===== src/rtl/lbp_pkg.sv =====
// types, constants and functions of the lbp 3x3 image filter
package lbp_pkg;

	localparam int unsigned CFG_W     = 11;
	localparam int unsigned CFG_IDX_W = 1;
	localparam int unsigned PIX_W     = 8;
	localparam int unsigned POS_W     = 10;

	// register indexes
	localparam logic [CFG_IDX_W-1:0] REG_FRAME_WIDTH  = 1'd0;
	localparam logic [CFG_IDX_W-1:0] REG_FRAME_HEIGHT = 1'd1;

	localparam logic [CFG_W-1:0] FRAME_WIDTH_RST  = 11'd640;
	localparam logic [CFG_W-1:0] FRAME_HEIGHT_RST = 11'd480;

	// item kinds
	localparam logic FUNC_PIXEL = 1'b0;
	localparam logic FUNC_DRAIN = 1'b1;

	// neighbor weights in raster order, center weight zero
	localparam logic [8:0][PIX_W-1:0] LBP_WEIGHT = {
		8'd128, 8'd64, 8'd32, 8'd16, 8'd0, 8'd8, 8'd4, 8'd2, 8'd1
	};

	typedef logic [8:0][PIX_W-1:0] lbp_win_t;

	typedef struct packed {
		logic             func;
		logic [PIX_W-1:0] pixel;
	} lbp_in_t;

	typedef struct packed {
		logic [PIX_W-1:0] value;
		logic [POS_W-1:0] row;
		logic [POS_W-1:0] col;
		logic             last;
	} lbp_out_t;

	// per-item control handed from the position tracker to the datapath
	typedef struct packed {
		logic             has_res;
		logic             border;
		logic             last;
		logic [POS_W-1:0] row;
		logic [POS_W-1:0] col;
	} lbp_item_t;

	// saturate a frame size to 3..maxv and return size minus one
	function automatic int unsigned clamp_last(logic [CFG_W-1:0] v, int unsigned maxv);
		int unsigned s;
		s = int'(v);
		if (s < 3)
			s = 3;
		else if (s > maxv)
			s = maxv;
		return s - 1;
	endfunction

	// local binary pattern of a 3x3 window
	function automatic logic [PIX_W-1:0] lbp_code(lbp_win_t w);
		logic [PIX_W-1:0] code;
		code = '0;
		for (int k = 0; k < 9; k++) begin
			if (k != 4 && w[k] >= w[4])
				code = code | LBP_WEIGHT[k];
		end
		return code;
	endfunction

endpackage


===== src/rtl/lbp_pos.sv =====
// frame size registers and input/output position tracking
module lbp_pos import lbp_pkg::*; #(
	parameter int unsigned MAX_WIDTH  = 1024,
	parameter int unsigned MAX_HEIGHT = 1024
) (
	input  logic                         clk,
	input  logic                         arst_n,
	input  logic                         cfg_we,
	input  logic [CFG_IDX_W-1:0]         cfg_index,
	input  logic [CFG_W-1:0]             cfg_data,
	input  logic                         beat,
	input  logic                         func,
	output logic                         take,
	output logic                         tail,
	output logic [$clog2(MAX_WIDTH)-1:0] ci,
	output lbp_item_t                    item
);
	localparam int unsigned COL_W = $clog2(MAX_WIDTH);
	localparam int unsigned ROW_W = $clog2(MAX_HEIGHT);
	localparam logic [COL_W-1:0] W_LAST_RST = COL_W'(clamp_last(FRAME_WIDTH_RST, MAX_WIDTH));
	localparam logic [ROW_W-1:0] H_LAST_RST = ROW_W'(clamp_last(FRAME_HEIGHT_RST, MAX_HEIGHT));

	logic [COL_W-1:0] w_last_q;
	logic [ROW_W-1:0] h_last_q;
	logic [COL_W-1:0] in_col_q;
	logic [ROW_W-1:0] in_row_q;
	logic             tail_q;
	logic [COL_W-1:0] out_col_q;
	logic [ROW_W-1:0] out_row_q;

	logic has_res;
	logic out_last;

	// drains are dropped until the whole frame is in
	assign take = beat && (tail_q || func != FUNC_DRAIN);
	assign tail = tail_q;
	assign ci   = in_col_q;

	// a result is due once one row plus one pixel has gone in
	assign has_res  = (in_row_q > ROW_W'(1)) || (in_row_q == ROW_W'(1) && in_col_q != '0);
	assign out_last = (out_row_q == h_last_q) && (out_col_q == w_last_q);

	assign item.has_res = has_res;
	assign item.last    = out_last;
	assign item.border  = (out_row_q == '0) || (out_row_q == h_last_q) ||
	                      (out_col_q == '0) || (out_col_q == w_last_q);
	assign item.row     = POS_W'(out_row_q);
	assign item.col     = POS_W'(out_col_q);

	// size registers, any write restarts the frame
	always_ff @(posedge clk or negedge arst_n) begin
		if (!arst_n) begin
			w_last_q  <= W_LAST_RST;
			h_last_q  <= H_LAST_RST;
			in_col_q  <= '0;
			in_row_q  <= '0;
			tail_q    <= 1'b0;
			out_col_q <= '0;
			out_row_q <= '0;
		end else if (cfg_we) begin
			case (cfg_index)
				REG_FRAME_WIDTH:  w_last_q <= COL_W'(clamp_last(cfg_data, MAX_WIDTH));
				REG_FRAME_HEIGHT: h_last_q <= ROW_W'(clamp_last(cfg_data, MAX_HEIGHT));
				default: ;
			endcase
			in_col_q  <= '0;
			in_row_q  <= '0;
			tail_q    <= 1'b0;
			out_col_q <= '0;
			out_row_q <= '0;
		end else if (take) begin
			if (has_res && out_last) begin
				// frame done
				in_col_q  <= '0;
				in_row_q  <= '0;
				tail_q    <= 1'b0;
				out_col_q <= '0;
				out_row_q <= '0;
			end else begin
				// input raster position, row holds once the tail starts
				if (in_col_q == w_last_q) begin
					in_col_q <= '0;
					if (!tail_q) begin
						if (in_row_q == h_last_q)
							tail_q <= 1'b1;
						else
							in_row_q <= in_row_q + ROW_W'(1);
					end
				end else begin
					in_col_q <= in_col_q + COL_W'(1);
				end
				// output raster position
				if (has_res) begin
					if (out_col_q == w_last_q) begin
						out_col_q <= '0;
						out_row_q <= out_row_q + ROW_W'(1);
					end else begin
						out_col_q <= out_col_q + COL_W'(1);
					end
				end
			end
		end
	end
endmodule


===== config.mk =====
export PLATFORM = sky130hd
export DESIGN_NAME = lbp_pos
export DESIGN_NICKNAME = d
export VERILOG_FILES = /design/src/rtl/lbp_pkg.sv /design/src/rtl/lbp_pos.sv
export SDC_FILE = /design/constraint.sdc
export NUM_CORES = 1
export LEC_CHECK = 0
export BUFFER_PORTS_ARGS = -buffer_cell sky130_fd_sc_hd__buf_4
export CAP_MARGIN = 25
export CELL_PAD_IN_SITES_DETAIL_PLACEMENT = 2
export CELL_PAD_IN_SITES_GLOBAL_PLACEMENT = 2
export CORE_UTILIZATION = 36
export DETAILED_ROUTE_END_ITERATION = 8
export HOLD_SLACK_MARGIN = 0.02
export PLACE_DENSITY_LB_ADDON = 0.25
export SYNTH_ARGS = -nofsm -noshare
export SYNTH_HDL_FRONTEND = slang
export SYNTH_SLANG_ARGS = --single-unit

===== constraint.sdc =====
create_clock -name clk -period 4.9 [get_ports clk]
set_input_delay 0.49 -clock clk [delete_from_list [all_inputs] [get_ports clk]]
set_output_delay 0.49 -clock clk [all_outputs]
set_load 0.02 [all_outputs]

==> impl_metrics.env <==
export IMPL_synth_commonest_cells="45 x dfrtp_1, 44 x nand2_1, 40 x nor2_1"
export IMPL_synth_compound_area_frac=0.137
export IMPL_ant_nets=0
export IMPL_syn2layout_area_growth_pct=16.5
export IMPL_finalWirelength_um=12900
export IMPL_setup_violations=0
export IMPL_cts_resized=0
export IMPL_rsz0062_at_grt="false"
export IMPL_gp_congestion=0.769
export IMPL_core_area_sq_um=10400
export IMPL_yosysWarnings=0
export IMPL_period_needed_ns=3.12
export IMPL_status="completed"
export IMPL_avgViaCountPerCell=5.69
export IMPL_synthAdderAreaFrac=0.0320
export IMPL_hold_viol=0
export IMPL_synth_area_per_cell_sq_um=8.96
export IMPL_antenna_found_initial=0
export IMPL_cts_buffers=9
export IMPL_power_frac_comb=0.216
export IMPL_p_clk_frac=0.335
export IMPL_io_buffers=51
export IMPL_synthesis_area_sq_um=3910
export IMPL_wl_per_cell_um=21.0
export IMPL_hold_class="in2async"
export IMPL_num_vias=3508
export IMPL_required_ns=5.17
export IMPL_powerDensity_nw_per_um2=312
export IMPL_grt_max_degree=62
export IMPL_max_slew_margin=0.317
export IMPL_die_area_sq_um=11300
export IMPL_htreeDepth=3
export IMPL_synth_area_top_cells="dfrtp_1 29%, dfstp_2 11%, xor2_1 6.7%"
export IMPL_std_cell_rows=37
export IMPL_critical_path_class="reg2reg"
export IMPL_io_pins=52
export IMPL_synthSimpleGateAreaFrac=0.235
export IMPL_swShare=0.341
export IMPL_p_switching_mw=0.483
export IMPL_worstSetupStartpointType="flop"
export IMPL_synth_seq_area_share=0.396
export IMPL_hold_ws_ns=0.224
export IMPL_max_cap_viol_count=0
export IMPL_drive_above_1_share=0.210
export IMPL_yosysUniqueCellTypes=56
export IMPL_setup_tns_final_ns=0
export IMPL_cts_tree="built"
export IMPL_fin_nets=502
export IMPL_worstSkewPairLatency_ns=0.35
export IMPL_ir_worst_vdd_uv=121
export IMPL_cts_root_buf="clkbuf_8"
export IMPL_ys_async_sr_fraction=1.00
export IMPL_pwr_share_seq=0.449
export IMPL_first_iter_violations=131
export IMPL_synth_mux_area_frac=0.0272
export IMPL_cts_path_max_buffers=2
export IMPL_grtUsageTotal=0.249
export IMPL_ys_flop_type="dfrtp_1"
export IMPL_syn_num_nets=463
export IMPL_synth_top_family_by_area="simple AND/OR/NAND/NOR gates"
export IMPL_synth_most_common_cell="dfrtp_1"
export IMPL_worst_pin_slew_ns=1.02
export IMPL_die_h_um=106
export IMPL_grt_pass1_wl_um=21300
export IMPL_grt_pass1_vias=3845
export IMPL_synth_edff_count=0
export IMPL_drc=0
export IMPL_finish_utilization=0.437
export IMPL_clock_skew_ns=0.0110
export IMPL_fmax_mhz=320
export IMPL_post_cts_setup_buffers=0
export IMPL_drv_slew=0
export IMPL_clock_sinks=61
export IMPL_synth_largest_area_cell="dfrtp_1"
export IMPL_worstSetupEndpointType="flop"
export IMPL_n_antenna_cell=0
export IMPL_syn_inst=436
export IMPL_synth_xor_area_share=0.123
export IMPL_p_leak_nw=1.98
export IMPL_initial_core_util=0.375
export IMPL_overflow=0
export IMPL_nFillCells=1191
export IMPL_dp_final_hpwl_um=9440
export IMPL_synth_seq_cells=61
export IMPL_cts_hold_buf=0
export IMPL_fin_crit_sh=0.638
export IMPL_arrival_ns=3.39
export IMPL_critPathMaxFanout=15
export IMPL_path_clk_slew_ns=0.08
export IMPL_yosysTopAreaCellShare=0.288
export IMPL_internal_power_mw=0.935
export IMPL_firstDrtPassIters=4
export IMPL_fp_dieW_um=106
==> layer usage <==
metal,vias to the layer above,global-route usage,part of all wire
met3,26,0.0319,0.024
met5,-,0,0
li1,1613,-,-
met1,1804,0.321,0.45
met2,65,0.419,0.50
met4,0,0.100,0.025
==> path summary, 6_finish.rpt <==
path | slack [ns] | to | cells after the start | startpoint
worst max register to register | 1.78 | out_row_q[6]$_DFFE_PN0P_ | 8 | in_row_q[1]$_DFFE_PN0P_
min in group clk | 0.48 | out_col_q[0]$_DFFE_PN0P_ | 2 | cfg_we
worst min-delay path | 0.22 | ci[5]$_DFFE_PN0P_ | 1 | arst_n
worst max-delay path | 1.78 | out_row_q[6]$_DFFE_PN0P_ | 8 | in_row_q[1]$_DFFE_PN0P_
worst min register to register | 0.52 | w_last_q[5]$_DFFE_PN1P_ | 2 | w_last_q[5]$_DFFE_PN1P_
max in group asynchronous | 4.15 | in_row_q[5]$_DFFE_PN0P_ | 1 | arst_n
==> worst max-delay path, cell delays in order (launching register included) <==
cell,delay [ns]
dfrtp_1,0.45
inv_1,0.12
ha_1,0.21
nor2b_1,0.14
a32o_1,0.30
a31oi_2,0.64
a21oi_1,0.45
or4_1,0.59
a21oi_1,0.16
==> final cells by class <==
type	count	area [sq um]	share of cell area
Multi-Input combinational cell	335	2170	0.476
Sequential cell	61	1550	0.340
Timing Repair Buffer	53	398	0.0874
Clock buffer	11	174	0.0382
Tap cell	136	170	0.0374
Inverter	15	56.3	0.0124
Clock inverter	5	38.8	0.00852
==> layout by cell type, fill, tap and decap left out, types with 15 or more instances in the layout <==
| master | n |
|---|---|
| xor2_1 | 30 |
| a21oi_1 | 19 |
| o21ai_0 | 35 |
| nand3_1 | 15 |
| buf_4 | 53 |
| xnor2_1 | 25 |
| nand2_1 | 44 |
| inv_1 | 15 |
| dfrtp_1 | 45 |
| nor2_1 | 40 |
| dfstp_2 | 16 |
==> metrics by stage <==
stage	std cells	setup WS (ns)	area, sq um	power [mW]
after global placement	600	2.02	4340	0.927
after floorplan	436	2.58	3910	0.823
after detailed placement	600	1.85	4340	0.950
after CTS	616	1.79	4550	1.43
final	616	1.78	4550	1.42
after global routing	616	1.50	4550	1.49
==> power groups by stage <==
stage	combinational (mW)	clock [mW]	sequential, mW
2_1_floorplan	0.191	0	0.631
3_3_place_gp	0.287	0	0.640
3_5_place_dp	0.305	0	0.645
4_1_cts	0.312	0.486	0.637
5_1_grt	0.341	0.507	0.643
6_report	0.306	0.476	0.637
==> logic make-up after synthesis <==
logic type	after synthesis
buffers and inverters	40
AO/OA/AOI/OAI	85
flip-flops	61
adder cells (fa/ha/maj)	10
XOR/XNOR	55
AND/OR/NAND/NOR	175
multiplexers	10
==> flip-flops by register name, summed over array words and instances, names as in the netlist <==
signal / count
h_last_q: 10
out_row_q: 10
w_last_q: 10
in_row_q: 10
ci: 10
tail: 1
out_col_q: 10
Note: power is estimated with default switching activity, not from simulation.
