[src/rtl/lbp_pkg.sv]
// types, constants and functions of the lbp 3x3 image filter
package lbp_pkg;

	localparam int unsigned CFG_W     = 11;
	localparam int unsigned CFG_IDX_W = 1;
	localparam int unsigned PIX_W     = 8;
	localparam int unsigned POS_W     = 10;

	// register indexes
	localparam logic [CFG_IDX_W-1:0] REG_FRAME_WIDTH  = 1'd0;
	localparam logic [CFG_IDX_W-1:0] REG_FRAME_HEIGHT = 1'd1;

	localparam logic [CFG_W-1:0] FRAME_WIDTH_RST  = 11'd640;
	localparam logic [CFG_W-1:0] FRAME_HEIGHT_RST = 11'd480;

	// item kinds
	localparam logic FUNC_PIXEL = 1'b0;
	localparam logic FUNC_DRAIN = 1'b1;

	// neighbor weights in raster order, center weight zero
	localparam logic [8:0][PIX_W-1:0] LBP_WEIGHT = {
		8'd128, 8'd64, 8'd32, 8'd16, 8'd0, 8'd8, 8'd4, 8'd2, 8'd1
	};

	typedef logic [8:0][PIX_W-1:0] lbp_win_t;

	typedef struct packed {
		logic             func;
		logic [PIX_W-1:0] pixel;
	} lbp_in_t;

	typedef struct packed {
		logic [PIX_W-1:0] value;
		logic [POS_W-1:0] row;
		logic [POS_W-1:0] col;
		logic             last;
	} lbp_out_t;

	// per-item control handed from the position tracker to the datapath
	typedef struct packed {
		logic             has_res;
		logic             border;
		logic             last;
		logic [POS_W-1:0] row;
		logic [POS_W-1:0] col;
	} lbp_item_t;

	// saturate a frame size to 3..maxv and return size minus one
	function automatic int unsigned clamp_last(logic [CFG_W-1:0] v, int unsigned maxv);
		int unsigned s;
		s = int'(v);
		if (s < 3)
			s = 3;
		else if (s > maxv)
			s = maxv;
		return s - 1;
	endfunction

	// local binary pattern of a 3x3 window
	function automatic logic [PIX_W-1:0] lbp_code(lbp_win_t w);
		logic [PIX_W-1:0] code;
		code = '0;
		for (int k = 0; k < 9; k++) begin
			if (k != 4 && w[k] >= w[4])
				code = code | LBP_WEIGHT[k];
		end
		return code;
	endfunction

endpackage

[src/rtl/lbp_win.sv]
// item stage, 3x3 window, lbp code and output register
module lbp_win import lbp_pkg::*; #(
	parameter int unsigned MAX_WIDTH = 1024
) (
	input  logic                         clk,
	input  logic                         arst_n,
	input  logic                         load,
	input  lbp_item_t                    item,
	input  logic [$clog2(MAX_WIDTH)-1:0] ci,
	input  logic [PIX_W-1:0]             px,
	input  logic [PIX_W-1:0]             upper_rd,
	input  logic [PIX_W-1:0]             middle_rd,
	output logic                         in_ready,
	output logic                         wr_en,
	output logic [$clog2(MAX_WIDTH)-1:0] wr_addr,
	output logic [PIX_W-1:0]             upper_wd,
	output logic [PIX_W-1:0]             middle_wd,
	output logic                         out_valid,
	input  logic                         out_ready,
	output lbp_out_t                     out_data
);
	localparam int unsigned COL_W = $clog2(MAX_WIDTH);

	logic             valid_s1;
	lbp_item_t        item_s1;
	logic [COL_W-1:0] ci_s1;
	logic [PIX_W-1:0] px_s1;

	lbp_win_t win_q;
	lbp_win_t win_nxt;
	logic     out_valid_q;
	lbp_out_t out_data_q;
	logic     go;

	// the stage moves on unless its result finds the output register full
	assign go       = valid_s1 && (!item_s1.has_res || !out_valid_q || out_ready);
	assign in_ready = !valid_s1 || go;

	// line store update: middle row moves up, new pixel goes in the middle
	assign wr_en     = go;
	assign wr_addr   = ci_s1;
	assign upper_wd  = middle_rd;
	assign middle_wd = px_s1;

	// window shifted left by one column
	always_comb begin
		win_nxt = win_q;
		for (int r = 0; r < 3; r++) begin
			win_nxt[r*3+0] = win_q[r*3+1];
			win_nxt[r*3+1] = win_q[r*3+2];
		end
		win_nxt[2] = upper_rd;
		win_nxt[5] = middle_rd;
		win_nxt[8] = px_s1;
	end

	// item stage control
	always_ff @(posedge clk or negedge arst_n) begin
		if (!arst_n)
			valid_s1 <= 1'b0;
		else if (in_ready)
			valid_s1 <= load;
	end

	// item stage payload
	always_ff @(posedge clk) begin
		if (load) begin
			item_s1 <= item;
			ci_s1   <= ci;
			px_s1   <= px;
		end
	end

	// window registers
	always_ff @(posedge clk or negedge arst_n) begin
		if (!arst_n)
			win_q <= '0;
		else if (go)
			win_q <= win_nxt;
	end

	// output register control
	always_ff @(posedge clk or negedge arst_n) begin
		if (!arst_n)
			out_valid_q <= 1'b0;
		else if (go && item_s1.has_res)
			out_valid_q <= 1'b1;
		else if (out_ready)
			out_valid_q <= 1'b0;
	end

	// output register payload
	always_ff @(posedge clk) begin
		if (go && item_s1.has_res) begin
			out_data_q.value <= item_s1.border ? win_nxt[4] : lbp_code(win_nxt);
			out_data_q.row   <= item_s1.row;
			out_data_q.col   <= item_s1.col;
			out_data_q.last  <= item_s1.last;
		end
	end

	assign out_valid = out_valid_q;
	assign out_data  = out_data_q;
endmodule

[config.mk]
export PLATFORM = sky130hd
export DESIGN_NAME = lbp_win
export DESIGN_NICKNAME = d
export VERILOG_FILES = /design/src/rtl/lbp_pkg.sv /design/src/rtl/lbp_win.sv
export SDC_FILE = /design/constraint.sdc
export NUM_CORES = 1
export LEC_CHECK = 0
export ABC_CLOCK_PERIOD_IN_PS = 1950
export BUFFER_PORTS_ARGS = -buffer_cell sky130_fd_sc_hd__buf_2
export CORE_MARGIN = 4
export CORE_UTILIZATION = 49
export CTS_CLUSTER_DIAMETER = 40
export DETAILED_ROUTE_END_ITERATION = 10
export PLACE_DENSITY = 0.73
export SLEW_MARGIN = 20
export SYNTH_ARGS = -nofsm -noshare
export SYNTH_HDL_FRONTEND = slang
export SYNTH_SLANG_ARGS = --single-unit
[constraint.sdc]
create_clock -name clk -period 1.95 [get_ports clk]
set_input_delay 0.195 -clock clk [delete_from_list [all_inputs] [get_ports clk]]
set_output_delay 0.195 -clock clk [all_outputs]
set_load 0.02 [all_outputs]
==> results of run 1 <==
-- critical path, delay by kind of cell (launching register included) --
family	cells	cell delay, ns
compound gates	3	0.72
buf+inv	2	0.34
fa+ha+maj	1	0.28
flops	1	0.38
-- power breakdown --
part | total (mW) | internal, mW | leakage [nW] | switching, mW
Combinational | 1.84 | 0.925 | 1.88 | 0.920
Sequential | 3.25 | 3.04 | 1.27 | 0.204
Clock | 3.13 | 1.91 | 0.280 | 1.21
Total | 8.22 | 5.88 | 3.43 | 2.34
-- area by class of cell --
type,count,area (sq um)
flip-flops and latches,120,3350
clock inverters,14,164
well taps,140,175
multi-input cells,203,2160
repair buffers,180,1230
fillers,745,3410
inverters,24,101
clock buffers,18,429
-- flip-flops by register name, indices dropped and copies added, names as in the netlist --
name / flops
win_nxt: 48
wr_addr: 10
item_s1: 23
valid_s1: 1
out_valid: 1
out_data: 29
middle_wd: 8
-- repair_timing --
action | CTS | global route
cloned | 0 | 2
setup buffers | 0 | 7
hold endpoints to repair | 63 | 0
endpoints found under the setup margin | 8 | 9
resized for setup | 7 | 29
hold buffers | 42 | 0
pin swaps | 0 | 14
-- per-layer routing --
| metal | up-vias | routed length [microns] | track usage, % |
|---|---|---|---|
| met1 | 1849 | 5600 | 25.1 |
| met4 | 0 | 340 | 8.45 |
| met5 | - | 0 | 0 |
| li1 | 1750 | - | - |
| met3 | 33 | 692 | 5.53 |
| met2 | 105 | 7270 | 35.2 |
-- path summary, 6_finish.rpt --
kind	from	endpoint
worst max-delay path	win_nxt[36]$_DFFE_PN0N_	out_data[25]$_DFFE_PP_
worst min-delay path	upper_rd[3]	win_nxt[11]$_DFFE_PN0N_
worst max register to register	win_nxt[36]$_DFFE_PN0N_	out_data[25]$_DFFE_PP_
worst min register to register	item_s1[18]$_DFFE_PP_	out_data[19]$_DFFE_PP_
max in group asynchronous	arst_n	win_nxt[32]$_DFFE_PN0N_
min in group asynchronous	arst_n	win_nxt[31]$_DFFE_PN0N_
-- logic make-up after synthesis --
logic type / share of synthesized area [%]
DFF: 59.4
adders and majority gates: 14.2
AOI/OAI and AO/OA: 8.23
and+or+nand+nor: 3.73
muxes: 9.11
buffers and inverters: 5.32
-- cells in the mapped netlist (9+ instances only) --
cell	number	area share (%)
ha_1	64	14
edfxtp_1	70	37
nand2b_1	9	1.0
inv_1	24	1.6
o21ai_0	21	1.9
nand3_1	9	0.80
buf_4	17	2.3
mux2_4	32	8.5
nand2_1	13	0.86
a21o_1	9	1.2
dfrtp_1	50	22
-- stage by stage --
stage / setup TNS (ns) / hold WS [ns] / power, mW / utilization, %
after detailed placement: -0.839 / 0.212 / 4.74 / 57.5
after global routing: -0.169 / 0.0305 / 8.57 / 69.1
after CTS: -0.0311 / 0.0265 / 7.95 / 66.8
after floorplan: 0 / -0.101 / 4.25 / -
after global placement: -0.0651 / 0.208 / 4.65 / 57.5
final: 0 / 0.0419 / 8.22 / 69.1
==> results_dict.tcl, run 1 <==
set metrics [dict create \
    status "finished, final reports clean" \
    cp.arrival_ns 2.14 \
    grt-ovfl-total 0 \
    place_area_sq_mm 0.00634 \
    clk_latency_ns 0.42 \
    maxCapViolCount 0 \
    vias 3737 \
    ys.warnings.count 0 \
    fin_crit_ns 1.93 \
    ant_nets 0 \
    detailedPlacementHpwl_mm 8.19 \
    grt_max_degree 63 \
    layout_common_cells "buf_2 (119), edfxtp_1 (70), ha_1 (63)" \
    track_usage_pct 20.7 \
    synthCells 372 \
    first_pass_iters 4 \
    drive_gt1_share_pct 41.1 \
    fin_ws_ns 0.0179 \
    hold_depth 2 \
    layout_commonest_cell "buf_2" \
    ys_types 24 \
    chipWidth_microns 115 \
    ys.flop_type "edfxtp_1" \
    final_area_sq_mm 0.00762 \
    post-place-ws_ns -0.191 \
    fin_crit_sh_pct 99.1 \
    cts.path.max_buffers 2 \
    synth_edf_count 70 \
    dieArea_sq_mm 0.0133 \
    cp-end-kind "flip-flop" \
    core_area_sq_mm 0.0110 \
    ys_seq_area_share_pct 59.4 \
    power_density_mw_per_mm2 1080 \
    ios 119 \
    start_kind "flip-flop" \
    wl_per_cell_microns 19.9 \
    die_h_microns 115 \
    leakage_nw 3.43 \
    wl_mm 13.9 \
    rrSetupSlack_ns 0.02 \
    drt-initial-drc-count 226 \
    gp_congestion 0.852 \
    synth_seq_cells 120 \
    nNetsFinal 671 \
    path_max_fanout 6 \
    syn_nets 497 \
    area.growth.synth_to_final_pct 35.0 \
    finalClockSkew_ns 0.0112 \
    clkTransAtPathRegs_ns 0.06 \
    fp-row-count 38 \
    drv_slew 0 \
    dp.cells 616 \
    cts.sinks 120 \
    grt_pass1_wl_mm 21.0 \
    antenna_found_initial 0 \
    holdCritPathClass "in2reg" \
    cts_made_buffers 17 \
    avgSynthCellArea_sq_um 15.2 \
    start_util_pct 51.2 \
    ctsHtreeMaxLevel 4 \
    grt_pass1_vias 4123 \
    slew_headroom_pct 41.4 \
    fmax_mhz 518 \
    setup_viol 0 \
    drc 0 \
    required_ns 2.16 \
    cts_root_buffer "clkbuf_16" \
    avgViaCountPerCell 5.35 \
    diodes 0 \
    rr_worst_depth 6 \
    cpPeakStageDelay_ns 0.38 \
    vdd_drop_max_mv 0.789 \
    hold_violations 0 \
    rsz0062_at_grt "yes" \
    place.port_buffers 118 \
    cts_tree "done" \
    fin_cells 699 \
    critical_path_class "reg2reg" \
    synthArstFlopShare_pct 41.7 \
    tightest_slew_ns 0.879 \
    synth_area_sq_mm 0.00564 \
    critPathSlowestCell "dfrtp_1" \
    crit_chain "clkinvlp_4 -> buf_4 -> ha_1 -> o21ai_0 -> o311a_1 -> a221oi_1" \
]
No activity file was read; power rests on OpenSTA's default activity.
==> run 2, diff against run 1 <==
--- a/config.mk
+++ b/config.mk
@@ -5,13 +5,14 @@
 export SDC_FILE = /design/constraint.sdc
 export NUM_CORES = 1
 export LEC_CHECK = 0
+export ABC_AREA = 1
 export ABC_CLOCK_PERIOD_IN_PS = 1950
 export BUFFER_PORTS_ARGS = -buffer_cell sky130_fd_sc_hd__buf_2
 export CORE_MARGIN = 4
-export CORE_UTILIZATION = 49
+export CORE_UTILIZATION = 50
 export CTS_CLUSTER_DIAMETER = 40
 export DETAILED_ROUTE_END_ITERATION = 10
-export PLACE_DENSITY = 0.73
+export PLACE_DENSITY = 0.74
 export SLEW_MARGIN = 20
 export SYNTH_ARGS = -nofsm -noshare
 export SYNTH_HDL_FRONTEND = slang
==> run 2 against run 1 <==
Against the previous run: power decreased by 6.4%; final area decreased by 4.0%; count of clock-buffer cells in the layout increased by 3; combinational power decreased by 20%; critical endpoint unchanged.
==> results_dict.tcl, run 2 <==
set metrics [dict create \
    switching_share_pct 27.3 \
    wl_mm 12.9 \
    power_mw 7.69 \
    fp-row-count 38 \
    cts_made_buffers 17 \
    whs_ns 0.0153 \
    setup_viol 0 \
    ctsHtreeMaxLevel 4 \
    avgViaCountPerCell 5.01 \
    p_comb_share_pct 19.2 \
    fillers 790 \
    cp-startpoint "win_nxt[37]$_DFFE_PN0N_" \
    dp.cells 759 \
    slew_headroom_pct 63.5 \
    cp.arrival_ns 1.95 \
    synth_top_area_cell "edfxtp_1" \
    place.port_buffers 118 \
    synth.top_cell.area_share_pct 36.9 \
    post-place-ws_ns 0.250 \
    clkTransAtPathRegs_ns 0.05 \
    syn_nets 647 \
    synthTopCellsByArea "edfxtp_1 (37%), dfrtp_1 (22%), ha_1 (14%), nand2_1 (12%), inv_1 (2.8%)" \
    clk_latency_ns 0.40 \
    p_int_mw 5.59 \
    ant_nets 0 \
    antenna_found_initial 0 \
    cp-end-kind "flip-flop" \
    layout_commonest_cell "nand2_1" \
    chipWidth_microns 115 \
    fin_crit_sh_pct 92.9 \
    synth_seq_cells 120 \
    synth-compound-area-share_pct 5.45 \
    path_max_fanout 10 \
    synthMuxAreaShare_pct 0 \
    required_ns 2.09 \
    wl_per_cell_microns 15.5 \
    start_kind "flip-flop" \
    ys_seq_area_share_pct 58.9 \
    detailedPlacementHpwl_mm 8.49 \
    ys.warnings.count 0 \
    cts.path.max_buffers 2 \
    dieArea_sq_mm 0.0132 \
    diodes 0 \
    avgSynthCellArea_sq_um 10.9 \
    hold_violations 0 \
    p_sw_mw 2.10 \
    first_pass_iters 5 \
    synth_edf_count 70 \
    drive_gt1_share_pct 22.9 \
    grt_pass1_wl_mm 20.5 \
    synth_fa_ha_area_share_pct 14.1 \
    multi_input_area_sq_mm 0.00197 \
    largest_register_ffs 48 \
    fin_cells 833 \
    grt-ovfl-total 0 \
    hold_start "upper_rd[5]" \
    synth_common_cells "nand2_1 (181), edfxtp_1 (70), ha_1 (64)" \
    fin_ws_ns 0.138 \
    cts_root_buffer "clkbuf_16" \
    fin_crit_ns 1.81 \
    synthArstFlopShare_pct 41.7 \
    critical_path_class "reg2reg" \
    synth_top_family_by_area "simple AND/OR/NAND/NOR gates" \
    grt_pass1_vias 4267 \
    gp_congestion 0.861 \
    nNetsFinal 805 \
    drc 0 \
    cts_setup_buffers 0 \
    vias 4172 \
    synth_area_sq_mm 0.00570 \
    leakage_nw 3.58 \
    ys_types 21 \
    seq_area_sq_mm 0.00335 \
    power.share.clock_pct 39.5 \
    holdCritPathClass "in2reg" \
    vdd_drop_max_mv 0.676 \
    track_usage_pct 20.5 \
    core_area_sq_mm 0.0110 \
    finalClockSkew_ns 0.00550 \
    tightest_slew_ns 0.548 \
    synth_xor_area_share_pct 0 \
    synth_most_common_cell "nand2_1" \
    cts.sinks 120 \
    ios 119 \
    synth-simple-area-share_pct 15.1 \
    fmax_mhz 552 \
    synthCells 522 \
    drt-initial-drc-count 217 \
    power_density_mw_per_mm2 1050 \
    ys.flop_type "edfxtp_1" \
    grt_max_degree 53 \
    drv_slew 0 \
    r2r_start "win_nxt[37]$_DFFE_PN0N_" \
    power.share.sequential_pct 41.4 \
    fin_setup_tns_ns 0 \
    area.growth.synth_to_final_pct 28.4 \
    start_util_pct 51.9 \
    rsz0062_at_grt "no" \
    die_h_microns 115 \
    layout_common_cells "nand2_1 (181), buf_2 (118), edfxtp_1 (70)" \
    maxCapViolCount 0 \
    status "finished, final reports clean" \
    cts_tree "done" \
]
run 2: cell types whose count changed after synthesis, sizes merged, moves of 7 or more:
cell,delta
a2111oi,-8
a211oi,-8
o311a,-8
nand3,-8
inv,+21
mux2,-35
a221oi,-8
a21oi,+24
nand3b,+7
nor2,+16
nand2,+169
nand2b,-9
run 2: power groups by stage:
stage	clock network [mW]	registers, mW	logic [mW]
after global placement	0	3.21	1.31
after detailed placement	0	3.22	1.40
final	3.04	3.18	1.47
after CTS	3.07	3.18	1.48
after global routing	3.20	3.21	1.68
after floorplan	0	3.25	0.921
run 2: area by class of cell:
class / count / share of cell area (%)
inverters: 45 / 2.34
clock inverters: 11 / 1.78
clock buffers: 21 / 6.02
well taps: 140 / 2.39
flip-flops and latches: 120 / 45.8
multi-input cells: 331 / 26.9
repair buffers: 165 / 14.7
run 2: worst max-delay path: stages, from the launching register on:
cell     delay, ns
dfrtp_1       0.38
inv_1         0.34
ha_1          0.34
nand2_1       0.09
a21oi_1       0.06
nor3_1        0.21
a21oi_1       0.13
run 2: logic make-up (layout without fill, tap and decap cells):
logic type,after synthesis,after routing
buffers and inverters,71,242
adders and majority gates,64,64
AOI/OAI and AO/OA,52,52
DFF,120,120
and+or+nand+nor,215,215
run 2: path summary, 6_finish.rpt:
check / slack [ns] / cells past startpoint / endpoint
min in group asynchronous: 0.30 / 3 / win_nxt[48]$_DFFE_PN0N_
max in group asynchronous: 1.40 / 3 / win_nxt[14]$_DFFE_PN0N_
min: 0.02 / 3 / win_nxt[13]$_DFFE_PN0N_
max: 0.14 / 6 / out_data[25]$_DFFE_PP_
min reg2reg: 0.42 / 0 / out_data[3]$_DFFE_PP_
max reg2reg: 0.14 / 6 / out_data[25]$_DFFE_PP_
run 2: what timing repair did:
action / in CTS / in global routing
hold buffers: 42 / 0
hold endpoints to repair: 91 / 0
resized for setup: 0 / 0
run 2: metal layers:
metal	part of all wire [%]	track usage, %	up-vias	wire [microns]
li1	-	-	2043	-
met5	0	0	-	0
met1	39	23.4	1975	5030
met2	53	35.9	130	6880
met4	2.3	8.76	0	298
met3	5.3	6.05	24	682
run 2: stage by stage:
stage          instance area [sq um]  util, %
6_report                        7310     66.6
5_1_grt                         7310     66.6
4_1_cts                         7310     66.6
3_5_place_dp                    6320     57.6
3_3_place_gp                    6320     57.6
2_1_floorplan                   5700        -
